$ cat src/hw/rtl/bvd_pkg.sv
package bvd_pkg;

   localparam int DataW = 32;
   localparam int CsrAddrW = 3;

   localparam logic [1:0] ACT_SAMPLE = 2'd0;
   localparam logic [1:0] ACT_ACK    = 2'd1;
   localparam logic [1:0] ACT_FORCE  = 2'd2;

   localparam logic [1:0] DIR_UNKNOWN  = 2'd0;
   localparam logic [1:0] DIR_FORWARD  = 2'd1;
   localparam logic [1:0] DIR_BACKWARD = 2'd2;

   localparam logic REG_THRESHOLD = 1'b0;
   localparam logic REG_FIRST_COMP = 1'b1;

   typedef struct packed {
      logic [1:0]             action;
      logic signed [DataW-1:0] counter_value;
      logic [1:0]             direction;
   } req_type;

   typedef struct packed {
      logic             backflow_flag;
      logic             backflow_active;
      logic [DataW-1:0] backflow_volume;
      logic [DataW-1:0] total_reverse_pulses;
   } rsp_type;

   typedef struct packed {
      logic [DataW-1:0] backflow_threshold;
      logic             first_pulse_compensation;
   } cfg_type;

endpackage

$ cat src/hw/rtl/bvd_csr.sv
module bvd_csr (
   input  logic                         clock,
   input  logic                         reset,
   input  logic                         psel,
   input  logic                         penable,
   input  logic                         pwrite,
   input  logic [bvd_pkg::CsrAddrW-1:0] paddr,
   input  logic [bvd_pkg::DataW-1:0]    pwdata,
   output logic [bvd_pkg::DataW-1:0]    prdata,
   output logic                         pready,
   output bvd_pkg::cfg_type             cfg
);
   import bvd_pkg::*;

   logic [DataW-1:0] threshold_ff;
   logic             comp_ff;
   logic             wr_en;
   logic             reg_sel;

   assign wr_en   = psel && penable && pwrite;
   assign reg_sel = paddr[2];
   assign pready  = 1'b1;

   always_ff @(posedge clock) begin
      if (reset) begin
         threshold_ff <= '0;
         comp_ff      <= 1'b0;
      end else if (wr_en) begin
         case (reg_sel)
            REG_THRESHOLD:  threshold_ff <= pwdata;
            REG_FIRST_COMP: comp_ff <= pwdata[0];
            default: ;
         endcase
      end
   end

   always_comb begin
      case (reg_sel)
         REG_THRESHOLD:  prdata = threshold_ff;
         REG_FIRST_COMP: prdata = {{(DataW-1){1'b0}}, comp_ff};
         default:        prdata = '0;
      endcase
   end

   assign cfg.backflow_threshold       = threshold_ff;
   assign cfg.first_pulse_compensation = comp_ff;

endmodule

$ cat src/hw/rtl/bvd_engine.sv
module bvd_engine (
   input  logic             clock,
   input  logic             reset,
   input  logic             advance,
   input  bvd_pkg::req_type item,
   input  bvd_pkg::cfg_type cfg,
   output bvd_pkg::rsp_type result
);
   import bvd_pkg::*;

   logic [1:0]       last_dir_ff, last_dir_in;
   logic [DataW-1:0] last_count_ff, last_count_in;
   logic [DataW-1:0] marker_ff, marker_in;
   logic [DataW-1:0] volume_ff, volume_in;
   logic [DataW-1:0] ack_vol_ff, ack_vol_in;
   logic [DataW-1:0] remainder_ff, remainder_in;
   logic [DataW-1:0] peak_ff, peak_in;
   logic [DataW-1:0] total_ff, total_in;
   logic             alarm_ff, alarm_in;
   logic             active_ff, active_in;

   logic [DataW-1:0] v;
   logic [DataW-1:0] run;
   logic [DataW-1:0] t;
   logic [DataW-1:0] since_ack;

   always_comb begin
      last_dir_in   = last_dir_ff;
      last_count_in = last_count_ff;
      marker_in     = marker_ff;
      volume_in     = volume_ff;
      ack_vol_in    = ack_vol_ff;
      remainder_in  = remainder_ff;
      peak_in       = peak_ff;
      total_in      = total_ff;
      alarm_in      = alarm_ff;
      active_in     = active_ff;
      v             = item.counter_value;
      run           = '0;
      t             = '0;
      since_ack     = '0;
      case (item.action)
         ACT_SAMPLE: begin
            if (last_dir_ff == DIR_UNKNOWN) begin
               if (item.direction == DIR_FORWARD) begin
                  last_dir_in   = DIR_BACKWARD;
                  last_count_in = v - DataW'(1);
                  marker_in     = v - DataW'(1);
               end else if (item.direction == DIR_BACKWARD) begin
                  last_dir_in   = DIR_FORWARD;
                  last_count_in = v + DataW'(1);
                  marker_in     = v + DataW'(1);
               end
            end
            if (item.direction == DIR_BACKWARD) begin
               if (last_dir_in == DIR_FORWARD) begin
                  last_dir_in = DIR_BACKWARD;
                  if (cfg.first_pulse_compensation) begin
                     marker_in = marker_in + DataW'(1);
                  end
               end
               run       = marker_in - v;
               volume_in = run + remainder_ff;
               if (peak_ff < run) begin
                  total_in = total_ff + (run - peak_ff);
                  peak_in  = run;
               end
               since_ack = volume_in - ack_vol_ff;
               if (since_ack >= cfg.backflow_threshold) begin
                  alarm_in  = 1'b1;
                  active_in = 1'b1;
               end
            end else if (item.direction == DIR_FORWARD) begin
               if (last_dir_in == DIR_BACKWARD) begin
                  peak_in     = '0;
                  last_dir_in = DIR_FORWARD;
                  active_in   = 1'b0;
               end
               if ($signed(v) > $signed(last_count_in)) begin
                  t = volume_ff - (v - last_count_in);
                  if (t[DataW-1] || t == '0) begin
                     t = '0;
                  end
                  volume_in    = t;
                  remainder_in = t;
                  ack_vol_in   = t;
               end
               marker_in = v;
            end
            last_count_in = v;
         end
         ACT_ACK: begin
            ack_vol_in = volume_ff;
            alarm_in   = 1'b0;
         end
         ACT_FORCE: begin
            alarm_in = 1'b1;
         end
         default: ;
      endcase
   end

   always_ff @(posedge clock) begin
      if (reset) begin
         last_dir_ff   <= DIR_UNKNOWN;
         last_count_ff <= '0;
         marker_ff     <= '0;
         volume_ff     <= '0;
         ack_vol_ff    <= '0;
         remainder_ff  <= '0;
         peak_ff       <= '0;
         total_ff      <= '0;
         alarm_ff      <= 1'b0;
         active_ff     <= 1'b0;
      end else if (advance) begin
         last_dir_ff   <= last_dir_in;
         last_count_ff <= last_count_in;
         marker_ff     <= marker_in;
         volume_ff     <= volume_in;
         ack_vol_ff    <= ack_vol_in;
         remainder_ff  <= remainder_in;
         peak_ff       <= peak_in;
         total_ff      <= total_in;
         alarm_ff      <= alarm_in;
         active_ff     <= active_in;
      end
   end

   assign result.backflow_flag        = alarm_in;
   assign result.backflow_active      = active_in;
   assign result.backflow_volume      = volume_in;
   assign result.total_reverse_pulses = total_in;

endmodule

$ cat src/hw/rtl/backflow_volume_detector.sv
// Backflow volume detector: tracks reverse flow from a signed pulse counter.
// Requests arrive on the req_ channel (valid/ready) and carry an action, a
// counter reading and a direction. Every request produces exactly one result
// on the rsp_ channel with the alarm flag, the active flag, the unrecovered
// reverse volume and the running total of reverse pulses.
// A request is captured into an input register; once the output register is
// free, the state update is computed and written, together with the result,
// into the output register, which drives the rsp_ channel.
// The block takes one request per cycle while the receiver does not stall;
// the state update loop sets that rate. When the receiver stalls, the result
// register holds and the input register takes a request only while it is empty.
// The threshold and first-pulse compensation registers are written through
// the APB port and should only change while no request is in flight.
// Synchronous reset clears all tracking state, both registers and both
// pipeline stages; the block accepts requests in the first cycle after reset.
module backflow_volume_detector (
   input  logic                         clock,
   input  logic                         reset,
   input  logic                         req_valid,
   output logic                         req_ready,
   input  bvd_pkg::req_type             req_payload,
   output logic                         rsp_valid,
   input  logic                         rsp_ready,
   output bvd_pkg::rsp_type             rsp_payload,
   input  logic                         psel,
   input  logic                         penable,
   input  logic                         pwrite,
   input  logic [bvd_pkg::CsrAddrW-1:0] paddr,
   input  logic [bvd_pkg::DataW-1:0]    pwdata,
   output logic [bvd_pkg::DataW-1:0]    prdata,
   output logic                         pready
);
   import bvd_pkg::*;

   cfg_type cfg;
   req_type in_ff;
   logic    in_valid_ff;
   rsp_type out_ff;
   logic    out_valid_ff;
   rsp_type next_rsp;
   logic    out_free;
   logic    advance;

   bvd_csr u_csr (
      .clock   (clock),
      .reset   (reset),
      .psel    (psel),
      .penable (penable),
      .pwrite  (pwrite),
      .paddr   (paddr),
      .pwdata  (pwdata),
      .prdata  (prdata),
      .pready  (pready),
      .cfg     (cfg)
   );

   assign out_free  = !out_valid_ff || rsp_ready;
   assign advance   = in_valid_ff && out_free;
   assign req_ready = !in_valid_ff || out_free;

   bvd_engine u_engine (
      .clock   (clock),
      .reset   (reset),
      .advance (advance),
      .item    (in_ff),
      .cfg     (cfg),
      .result  (next_rsp)
   );

   always_ff @(posedge clock) begin
      if (reset) begin
         in_valid_ff <= 1'b0;
      end else if (req_ready) begin
         in_valid_ff <= req_valid;
      end
   end

   always_ff @(posedge clock) begin
      if (req_ready && req_valid) begin
         in_ff <= req_payload;
      end
   end

   always_ff @(posedge clock) begin
      if (reset) begin
         out_valid_ff <= 1'b0;
      end else if (out_free) begin
         out_valid_ff <= in_valid_ff;
      end
   end

   always_ff @(posedge clock) begin
      if (advance) begin
         out_ff <= next_rsp;
      end
   end

   assign rsp_valid   = out_valid_ff;
   assign rsp_payload = out_ff;

   // An acknowledge always reports a cleared alarm.
   a_ack_clears: assert property (@(posedge clock) disable iff (reset)
      advance && in_ff.action == ACT_ACK |=> !out_ff.backflow_flag)
      else $error("acknowledge did not clear the alarm");

   // A forced alarm always reports the alarm set.
   a_force_sets: assert property (@(posedge clock) disable iff (reset)
      advance && in_ff.action == ACT_FORCE |=> out_ff.backflow_flag)
      else $error("forced alarm not reported");

   // A stalled result stays valid with its payload unchanged.
   a_rsp_hold: assert property (@(posedge clock) disable iff (reset)
      rsp_valid && !rsp_ready |=> rsp_valid && $stable(rsp_payload))
      else $error("stalled result changed");

endmodule
$ cat config.mk
export PLATFORM = sky130hd
export DESIGN_NAME = backflow_volume_detector
export DESIGN_NICKNAME = d
export VERILOG_FILES = /design/src/hw/rtl/bvd_pkg.sv /design/src/hw/rtl/bvd_csr.sv /design/src/hw/rtl/bvd_engine.sv /design/src/hw/rtl/backflow_volume_detector.sv
export SDC_FILE = /design/constraint.sdc
export NUM_CORES = 1
export LEC_CHECK = 0
export BUFFER_PORTS_ARGS = -buffer_cell sky130_fd_sc_hd__buf_2
export CAP_MARGIN = 10
export CORE_MARGIN = 2
export CORE_UTILIZATION = 43
export CTS_CLUSTER_DIAMETER = 50
export DETAILED_ROUTE_END_ITERATION = 10
export GPL_ROUTABILITY_DRIVEN = 0
export PLACE_DENSITY = 0.69
export SLEW_MARGIN = 20
export SYNTH_ARGS = -nofsm -noshare
export SYNTH_HDL_FRONTEND = slang
export SYNTH_SLANG_ARGS = --single-unit
export TNS_END_PERCENT = 20
$ cat constraint.sdc
create_clock -name clock -period 10.4 [get_ports clock]
set_clock_uncertainty 0.15 [all_clocks]
set_input_delay 1.04 -clock clock [delete_from_list [all_inputs] [get_ports clock]]
set_output_delay 1.04 -clock clock [all_outputs]
set_load 0.01 [all_outputs]
; Word-level counts from Yosys, hierarchy flattened
; Index checks and enable logic that the tools add are counted.
[totals]
word_cells = 114
regBits = 365
[classes]
n_eq_ne = 10
n_mux = 47
n_reduce_logical = 21
magnitude_cmp = 3
bitwise = 2
add_sub_neg = 10
[op_table]
columns = operator, count
row1 = $mux W32, 29
row2 = $sub A32 B32 Y32, 5
row3 = $pmux W32 S2, 2
row4 = $add A32 B1 Y32 const B, 2
row5 = $add A32 B32 Y32, 2
row6 = $ge A32 B32 Y1, 1
row7 = $gt A32 B32 Y1, 1
row8 = $logic_not A32 Y1, 1
row9 = $lt A32 B32 Y1, 1
row10 = $sub A32 B1 Y32 const B, 1
row11 = $mux W2, 8
row12 = $reduce_and A5 Y1, 3
row13 = $mux W1, 7
row14 = $eq A2 B1 Y1 const B, 3
row15 = $eq A2 B2 Y1 const B, 3
row16 = $reduce_and A2 Y1, 3
row17 = $reduce_bool A2 Y1, 3
row18 = $logic_and A1 B1 Y1, 4
row19 = $logic_not A2 Y1, 2
row20 = $ne A2 B1 Y1 const B, 2
row21 = $ne A2 B2 Y1 const B, 2
row22 = $logic_or A1 B1 Y1, 3
row23 = $pmux W1 S3, 1
row24 = $logic_not A1 Y1, 2
row25 = $not A1 Y1, 2

; Logic depth before layout (Yosys ltp)
[logic_depth]
ltp_word = 17
ltp_mapped = 49

; By module
; From an unflattened synthesis, not the netlist that was laid out.
[hier_totals]
hier_cells = 3607
hier_area_um2 = 29897.4
[modules_own_cells]
columns = module, cells_per_inst, instances, area_per_inst_um2, seq_area_each_um2
row1 = bvd_engine, 3313, 1, 24981.5, 4564.4
row2 = backflow_volume_detector, 112, 1, 3166.8, 3103.0
row3 = bvd_csr, 182, 1, 1749.2, 660.6

; Worst setup path before layout
; No wires, ideal clock.
[synth_path]
kind = reg2reg
startpoint = register in_ff[3] in the netlist's numbering
endpoint = register out_ff, in the netlist rsp_payload[65], data pin
n_path_buf = 3
required_time_ns = 9.979
stages_incl_launch_ff = 49
synth_period_minus_slack_ns = 9.990
path_slack_ns = 0.410
arrival_ns = 9.569
cell_sequence = edfxtp_1 > buf_2 > inv_1 > ha_1 > or3b_2 > a21oi_1 > o21a_1 > ha_1 > nand2_1 > a211oi_1 > and3_1 > and3_1 > clkbuf_2 > and3_1 > nand3_1 > xnor2_1 > ha_1 > and4_1 > [... 13 more ...] > a21oi_1 > xnor2_1 > ha_1 > a21o_1 > nand2_1 > nand2b_1 > a21oi_1 > o21ai_1 > a2111oi_0 > nor3_1 > xor2_1 > ha_1 > a21o_1 > a21o_1 > a211oi_1 > nor3_1 > a2111oi_0 > nor2_1
[synth_lines]
columns = item, line
row1 = start: declaration, backflow_volume_detector.sv:36  ; req_type in_ff;
row2 = start signal: assignment, backflow_volume_detector.sv:80  ; in_ff <= req_payload;
row3 = end signal: assignment, backflow_volume_detector.sv:94  ; out_ff <= next_rsp;
row4 = end: declaration, backflow_volume_detector.sv:38  ; rsp_type out_ff;

==> metrics <==
outcome=complete, no violations; synthesized instance count=3810; fin util=49.82%; Worst Setup End Kind=register; Cell Count, Final, Fillers Out=4977; leakage power=14.55 nW; CP Buf/Inv Count=3; largest net degree at the start of global routing=95; Total GRT Usage=24.97%; Antenna Nets Post-Route=0; hold slack=0.3034 ns; Hold Crit Class=register to register; Starting DRT DRC Count=2683; Fin. Hold Viols=0; Top Family by Delay on Critical Path=compound AO/OA/AOI/OAI gates; Die Wd=271.6 um; maximum vdd drop=0.1126 mV; Worst path most repeated cell=a21o_1; synthesized flop and latch total=365; Max Root-Sink Buffers=3; IO buf count=175; CP Data Arrival Time=10.14 ns; Worst-Skew Late Latency=0.64 ns; nature of the critical path startpoint=register; cell internal pwr=0.003916 W; Clk network pwr share=30.4%; CTS tree=yes; Detail Placement HPWL=72.52 mm; crit path max fanout=5; global-route wire length before repair=147.0 mm; row count=98; Logic pwr share=45.5%; vias=28520; initial antenna violation count=0; # H-tree levels=2; Layout area overhead=15.10%; ys async rst share=0%; Hold Crit Start=u_csr.threshold_ff[29]; Critical Path RT=10.63 ns; reg2reg path depth=45; Max Cap Viol=0; DR WL/cell=19.06 um; Post-Syn Area=30780 um^2; number of global-route vias before repair=26180; area of the core=71120 um^2; WS Path Type=register to register; Total Wirelength=94.89 mm; share of cells above drive strength 1=14.06%; final period demand of the worst path=9.906 ns; R2R Path End=rsp_payload[65]; share of the synthesized area in the top cell type=17.10%; sequential share of power=24.0%; Switching Share=39.91%; fin crit share=95.25%; Nets=4441; top cells by area, synth=dfxtp_1 17%, ha_1 13%, edfxtp_1 10%; CTS clock-pin slew for the worst setup and hold paths=0.06 ns; final slew viol count=0; Placed Cells=4871; Psw=0.002601 W; Post-CTS Setup Repair Bufs=0; Post-Syn Nets=4272; hold buffer count at CTS=0; commonest register cell after synthesis=dfxtp_1; hold depth=2; max frequency=0.1009 GHz; number of synthesized flops with an enable pin=102; gr ovfl total=0; post-synthesis sequential area ratio=27.05%; TritonCTS buffer count=56; vias per cell=5.729; Worst Max-Slew Pin Slew=1.132 ns; CTS Root Cell=clkbuf_16; Cell variety after synth=99; pwr/cell area=183.9 nW/um^2; cell accounting for the most synthesized area=dfxtp_1; reg-to-reg slack, setup=0.49 ns; normalized max-slew margin=24.25%; drt drc=0; IO Count=179; Sink Count=365; YS warnings=0; hold endpoint=u_csr.threshold_ff[29]; Max stage delay cell, worst path=or3b_4; drt pass-1 iters=6; Syn Area/Cell=8.079 um^2; Initial Utilization=43.28%; R2R Path Start=in_ff[2]; # setup viols final=0; DIE AREA=73740 um^2; Largest stage delay, worst path=0.40 ns; Die Y-Extent=271.6 um
through the flow:
stage | setup slack, ns | TNS, ns | instance area [um^2] | power [W]
3_3_place_gp | 0.1093 | 0 | 33200 | 0.004429
4_1_cts | 0.03984 | 0 | 35160 | 0.006480
2_1_floorplan | 0.4099 | 0 | 30780 | 0.003677
5_1_grt | -0.1024 | -0.2784 | 35430 | 0.006941
3_5_place_dp | 0.02014 | 0 | 33200 | 0.004476
6_report | 0.4937 | 0 | 35430 | 0.006517
final cells by class:
| cell class | instances | area, um^2 |
|---|---|---|
| Fill cell | 6789 | 35690 |
| Multi-Input combinational cell | 2978 | 21010 |
| Sequential cell | 365 | 8328 |
| Timing Repair Buffer | 317 | 1961 |
| Clock buffer | 59 | 1413 |
| Tap cell | 950 | 1189 |
| Inverter | 261 | 980.9 |
| Clock inverter | 46 | 544.3 |
| Antenna cell | 1 | 2.502 |
cell usage after synthesis, types with 66 or more instances:
| cell | n |
|---|---|
| xnor2_1 | 153 |
| dfxtp_1 | 263 |
| clkbuf_1 | 156 |
| nand2_1 | 443 |
| o21ai_0 | 185 |
| nand3_1 | 119 |
| edfxtp_1 | 102 |
| a21o_1 | 105 |
| ha_1 | 319 |
| a21oi_1 | 347 |
| inv_1 | 260 |
| o21a_1 | 66 |
| nor3_1 | 82 |
| nor2_1 | 295 |
layer usage:
metal	share of wire (%)	up-vias	wire (um)	GRT usage (%)
met2	43	1197	40850	38.63
met3	8.4	197	7935	4.034
li1	-	13910	-	-
met1	44	13210	41610	34.43
met4	4.7	0	4490	10.70
met5	0	-	0	0
power by group through the flow:
stage | combinational, W | clock [W] | sequential [W]
floorplan | 0.00209 | 0 | 0.00159
global placement | 0.00283 | 0 | 0.00160
detailed placement | 0.00288 | 0 | 0.00160
CTS | 0.00290 | 0.00201 | 0.00157
global route | 0.00330 | 0.00207 | 0.00157
finish | 0.00297 | 0.00198 | 0.00157
worst reg2reg max path, delay by kind of cell, from the launching register on:
family          cells  cell delay, ns
buf+inv             3            0.43
xor+xnor            4            0.72
fa+ha+maj           5            1.49
compound gates     22            4.51
flops               1            0.39
simple gates       11            1.96
what timing repair did:
item / in CTS / in global routing
pin swaps: 0 / 7
setup endpoints to repair: 1 / 4
gates cloned: 0 / 0
gates resized for setup: 1 / 60
flip-flops by register name, summed over array words and instances (netlist names):
| name | cells |
|---|---|
| u_engine.marker_ff | 32 |
| in_ff | 36 |
| u_engine.volume_ff | 32 |
| u_engine.peak_ff | 32 |
| u_engine.total_ff | 32 |
| u_csr.comp_ff | 1 |
| u_engine.ack_vol_ff | 32 |
| u_engine.last_count_ff | 32 |
| u_csr.threshold_ff | 32 |
| rsp_valid | 1 |
| in_valid_ff | 1 |
| u_engine.alarm_ff | 1 |
| u_engine.last_dir_ff | 2 |
| u_engine.remainder_ff | 32 |
| u_engine.active_ff | 1 |
| rsp_payload | 66 |
worst max-delay path by stage:
| stage | start | end | slack (ns) | cells past startpoint |
|---|---|---|---|---|
| floorplan | in_ff[3] | rsp_payload[65] | 0.41 | 48 |
| global placement | in_ff[2] | rsp_payload[65] | 0.11 | 47 |
| detailed placement | in_ff[2] | rsp_payload[65] | 0.02 | 47 |
| CTS | in_ff[2] | rsp_payload[65] | 0.04 | 47 |
| global route | in_ff[1] | u_engine.alarm_ff | -0.10 | 44 |
| finish | in_ff[2] | rsp_payload[65] | 0.49 | 45 |
kinds of logic (layout without fill, tap and decap cells):
family | after synthesis | in the layout | synth area share [%]
and+or+nand+nor | 1251 | 1251 | 19.43
AOI/OAI and AO/OA | 1082 | 1082 | 22.60
buffers and inverters | 467 | 683 | 5.849
adders and majority gates | 384 | 384 | 17.19
DFF | 365 | 365 | 27.05
xor gates and xnor gates | 219 | 219 | 6.329
muxes | 41 | 41 | 1.536
other | 1 | 2 | 0.01218
placed cells by master (no fill, tap or decap), types with 20 or more instances in the layout:
cell,count
nand3_1,119
nand4_1,45
mux2_2,20
fa_1,65
and3_1,28
buf_4,141
nand2_1,442
a21oi_1,338
xor2_1,59
nor3_1,82
o21bai_1,20
a22oi_1,36
nand2b_1,33
o211ai_1,36
ha_1,315
edfxtp_1,102
xnor2_1,141
dfxtp_1,263
a211oi_1,28
a21o_1,105
inv_1,259
or3_1,27
o21ai_0,181
a31oi_1,43
clkbuf_16,56
nor4_1,29
nor2_1,287
o21a_1,65
o22ai_1,39
nor2b_1,34
buf_2,174
No activity file was read; power rests on OpenSTA's default activity.
